### config.mk
export PLATFORM = sky130hd
export DESIGN_NAME = oledfb_queue
export DESIGN_NICKNAME = d
export VERILOG_FILES = /design/src/hw/rtl/oledfb_pkg.sv /design/src/hw/rtl/oledfb_queue.sv
export SDC_FILE = /design/constraint.sdc
export NUM_CORES = 1
export LEC_CHECK = 0
export ABC_AREA = 1
export BUFFER_PORTS_ARGS = -buffer_cell sky130_fd_sc_hd__buf_2
export CAP_MARGIN = 20
export CORE_ASPECT_RATIO = 1.5
export CORE_UTILIZATION = 39
export CTS_CLUSTER_SIZE = 14
export DETAILED_ROUTE_END_ITERATION = 10
export SETUP_SLACK_MARGIN = 0.2
export SKIP_CTS_REPAIR_TIMING = 1
export SYNTH_ARGS = -nofsm -noshare
export SYNTH_HDL_FRONTEND = slang
export SYNTH_SLANG_ARGS = --single-unit
### constraint.sdc
create_clock -name clk -period 2.9 [get_ports clk]
set_input_delay 0.29 -clock clk [delete_from_list [all_inputs] [get_ports clk]]
set_output_delay 0.29 -clock clk [all_outputs]
set_load 0.01 [all_outputs]
### src/hw/rtl/oledfb_pkg.sv
`default_nettype none

package oledfb_pkg;

  // Default geometry of the display
  localparam int COLUMNS_DEF = 128;
  localparam int PAGES_DEF   = 8;

  // Field widths fixed by the largest legal geometry
  localparam int COL_W      = 7;
  localparam int PAGE_W     = 3;
  localparam int BYTE_CNT_W = 8;

  // Init command list
  localparam int INIT_LEN   = 27;
  localparam int INIT_IDX_W = 5;

  // Refresh page header bytes
  localparam logic [7:0] REF_PAGE_BASE = 8'hb0;
  localparam logic [7:0] REF_COL_LO    = 8'h01;
  localparam logic [7:0] REF_COL_HI    = 8'h10;

  // Depth of the queue between front and back
  localparam int QUEUE_DEPTH = 2;
  localparam int QPTR_W      = $clog2(QUEUE_DEPTH);

  typedef enum logic [2:0] {
    CMD_DRAW    = 3'd0,
    CMD_FILL    = 3'd1,
    CMD_REFRESH = 3'd2,
    CMD_INIT    = 3'd3,
    CMD_TICK    = 3'd4
  } cmd_t;

  // One classified item as it travels from front to back
  typedef struct packed {
    cmd_t              op;
    logic [COL_W-1:0]  col;
    logic [PAGE_W-1:0] page;
    logic [2:0]        bit_idx;
    logic              pixel_on;
    logic [7:0]        value;
  } op_item_t;

  // Fixed panel start-up command list
  function automatic logic [7:0] init_byte(input logic [INIT_IDX_W-1:0] idx);
    logic [7:0] b;
    case (idx)
      5'd0:    b = 8'hae;
      5'd1:    b = 8'h00;
      5'd2:    b = 8'h10;
      5'd3:    b = 8'h40;
      5'd4:    b = 8'h81;
      5'd5:    b = 8'hcf;
      5'd6:    b = 8'ha1;
      5'd7:    b = 8'hc8;
      5'd8:    b = 8'ha6;
      5'd9:    b = 8'ha8;
      5'd10:   b = 8'h3f;
      5'd11:   b = 8'hd3;
      5'd12:   b = 8'h00;
      5'd13:   b = 8'hd5;
      5'd14:   b = 8'h80;
      5'd15:   b = 8'hd9;
      5'd16:   b = 8'hf1;
      5'd17:   b = 8'hda;
      5'd18:   b = 8'h12;
      5'd19:   b = 8'h40;
      5'd20:   b = 8'h20;
      5'd21:   b = 8'h02;
      5'd22:   b = 8'h8d;
      5'd23:   b = 8'h14;
      5'd24:   b = 8'ha4;
      5'd25:   b = 8'ha6;
      5'd26:   b = 8'haf;
      default: b = 8'h00;
    endcase
    return b;
  endfunction

endpackage

`default_nettype wire

### src/hw/rtl/oledfb_queue.sv
`default_nettype none

module oledfb_queue (
  input  logic                 clk,
  input  logic                 rst_n,
  input  logic                 push,
  input  oledfb_pkg::op_item_t push_item,
  output logic                 full,
  input  logic                 pop,
  output logic                 valid,
  output oledfb_pkg::op_item_t pop_item
);
  import oledfb_pkg::*;

  op_item_t            slot_r [QUEUE_DEPTH];
  logic [QPTR_W-1:0]   wr_ptr_r;
  logic [QPTR_W-1:0]   rd_ptr_r;
  logic [QPTR_W:0]     count_r;
  logic                do_push;
  logic                do_pop;

  assign full     = (count_r == (QPTR_W+1)'(QUEUE_DEPTH));
  assign valid    = (count_r != '0);
  assign pop_item = slot_r[rd_ptr_r];
  assign do_push  = push & ~full;
  assign do_pop   = pop & valid;

  // Store pushed items
  always_ff @(posedge clk) begin
    if (do_push) slot_r[wr_ptr_r] <= push_item;
  end

  // Advance pointers and occupancy
  always_ff @(posedge clk) begin
    if (!rst_n) begin
      wr_ptr_r <= '0;
      rd_ptr_r <= '0;
      count_r  <= '0;
    end else begin
      if (do_push) begin
        wr_ptr_r <= (wr_ptr_r == QPTR_W'(QUEUE_DEPTH - 1)) ? '0 : wr_ptr_r + 1'b1;
      end
      if (do_pop) begin
        rd_ptr_r <= (rd_ptr_r == QPTR_W'(QUEUE_DEPTH - 1)) ? '0 : rd_ptr_r + 1'b1;
      end
      if (do_push && !do_pop) begin
        count_r <= count_r + 1'b1;
      end else if (do_pop && !do_push) begin
        count_r <= count_r - 1'b1;
      end
    end
  end

endmodule

`default_nettype wire

==> flow_metrics.env <==
export IMPL_wl_met3_um=169
export IMPL_syn_to_final_growth_pct=20.0
export IMPL_multi_input_area_um2=477
export IMPL_ys_seq_area_share_pct=74.3
export IMPL_htreeDepth=2
export IMPL_crit_arrival_ns=1.71
export IMPL_grt_pass1_vias=1148
export IMPL_num_nets_final=208
export IMPL_slew_headroom_pct=47.5
export IMPL_syn_area_per_cell_um2=18.7
export IMPL_rows=32
export IMPL_worst_slew_pin_slew_ns=0.787
export IMPL_place_ws_ns=1.11
export IMPL_crit_type="flip-flop to output pin"
export IMPL_status="finished, final reports clean"
export IMPL_port_buffers=55
export IMPL_layout_commonest_cell="buf_2"
export IMPL_dp_hpwl_um=2470
export IMPL_drtAntennaViolNets=0
export IMPL_die_w_um=62.7
export IMPL_syn_inst=115
export IMPL_topRoutingLayerUsed="met4"
export IMPL_grt_max_degree=26
export IMPL_seq_area_mm2=0.00160
export IMPL_hold_slack_ns=0.173
export IMPL_cts_tree="built"
export IMPL_yosysWarnings=0
export IMPL_place_congestion=0.631
export IMPL_drtPass1Iterations=4
export IMPL_viasPerCell=4.58
export IMPL_synth_area_mm2=0.00215
export IMPL_setup_viol=0
export IMPL_synthFlopType="edfxtp_1"
export IMPL_dp_cells=239
export IMPL_finalCriticalPeriod_ns=2.00
export IMPL_drt_iter0_drc=34
export IMPL_route_detailed_drc=0
export IMPL_fillers=469
export IMPL_critPathLaunchType="flip-flop"
export IMPL_async_flop_share_pct=0
export IMPL_rsz0062_at_grt="false"
export IMPL_crit_chain="mux2_2, buf_2"
export IMPL_clk_latency_ns=0.30
export IMPL_die_h_um=93.0
export IMPL_hold_path_class="input port to flip-flop"
export IMPL_fin_crit_sh_pct=68.9
export IMPL_fin_tns_setup_ns=0
export IMPL_cp_required_ns=2.61
export IMPL_fp_coreArea_mm2=0.00525
export IMPL_drive_above_1_share_pct=53.1
export IMPL_p_leak_nw=1.04
export IMPL_clkSlewWorstSetupHoldPaths_ns=0.09
export IMPL_grt_overflow=0
export IMPL_crit_fanout=25
export IMPL_layout_common_cells="buf_2, edfxtp_1, mux2_4"
export IMPL_met1_length_um=1310
export IMPL_skew_ns=0.00735
export IMPL_drv_cap=0
export IMPL_avgRoutedWirePerCell_um=13.7
export IMPL_grt_pass1_wl_um=5220
export IMPL_io_pins=56
export IMPL_numClockSinks=55
export IMPL_end_kind="output pin"
export IMPL_clock_fmax_mhz=501
export IMPL_ys_seq_elements=55
export IMPL_cts_buffer_depth=2
export IMPL_die_area_mm2=0.00583
export IMPL_setup_slack_ns=0.903
export IMPL_wirelength_um=3380
export IMPL_slowest_stage="dfxtp_2"
export IMPL_syn_num_nets=145
export IMPL_p_total_mw=2.04
export IMPL_synth_edf_count=50
export IMPL_grt_antenna_before_repair=0
export IMPL_ys_types=16
export IMPL_peakVddDrop_mv=0.400
export IMPL_num_vias=1132
export IMPL_dr_wl_met2_um=1850
export IMPL_slew_viol_final=0
export IMPL_p_per_area_mw_per_mm2=789
export IMPL_initial_core_util_pct=41.1
export IMPL_cts_buffers=5
export IMPL_stdcell_count=247
export IMPL_ctsRootBufferMaster="clkbuf_8"
export IMPL_hold_violations=0
export IMPL_grt_util_all_layers_pct=12.1
export IMPL_antenna_cells=0
export IMPL_critPathMaxStageDelay_ns=0.85
-- where the power goes --
group,leakage [nW],total [mW],switching (mW),internal (mW)
sequential,0.508,1.09,0.0873,1.00
combinational,0.489,0.558,0.266,0.291
clock,0.0412,0.390,0.221,0.169
-- stage by stage --
step	cell area [um2]	utilization, %
after floorplan	2150	-
after global placement	2500	47.7
after detailed placement	2500	47.7
after CTS	2580	49.3
after global routing	2580	49.3
final	2580	49.3
-- registers in the layout, indices dropped and copies added, names as in the netlist, named ones only --
register	cells
wr_ptr_r	1
rd_ptr_r	1
count_r	2
slot_r	50
-- layer usage --
| metal | global-route usage [%] | vias to the layer above |
|---|---|---|
| met5 | 0 | - |
| met4 | 5.23 | 0 |
| met3 | 3.05 | 6 |
| met2 | 22.6 | 38 |
| met1 | 12.6 | 541 |
| li1 | - | 547 |
-- synthesized netlist by cell type, types with 2 or more instances --
cell type	count	area share, %
buf_12	2	1.9
dfxtp_1	5	4.6
edfxtp_1	50	70
inv_1	8	1.4
mux2_2	5	2.6
mux2_4	20	14
nand2_1	7	1.2
nor2_1	9	1.6
o21ai_0	2	0.46
-- final cells by class --
type                    count  share of cell area [%]
clock buffers               6                    2.81
repair buffers             59                    11.8
multi-input cells          49                    18.4
inverters                   8                    1.16
clock inverters             2                   0.484
well taps                  68                    3.29
flip-flops and latches     55                    62.0
-- final timing paths --
path / cells after the start / endpoint / slack, ns / startpoint
worst max-delay path: 2 / pop_item[8] / 0.90 / flip-flop
worst min-delay path: 1 / slot_r[1][23] / 0.17 / push_item[23]
worst max register to register: 4 / slot_r[0][21] / 1.12 / count_r[1]
worst min register to register: 2 / rd_ptr_r / 0.52 / rd_ptr_r
-- kinds of logic after synthesis --
family / share of synthesized area [%]
DFF: 74.3
muxes: 16.6
and+or+nand+nor: 3.31
buffers and inverters: 3.77
AOI/OAI and AO/OA: 1.45
adders and majority gates: 0.581
-- critical path, delay by kind of cell (launching register included) --
| family | cells | cell delay [ns] |
|---|---|---|
| buf+inv | 1 | 0.14 |
| flops | 1 | 0.85 |
| mux | 1 | 0.42 |
Power figures use the tool's default switching activity.
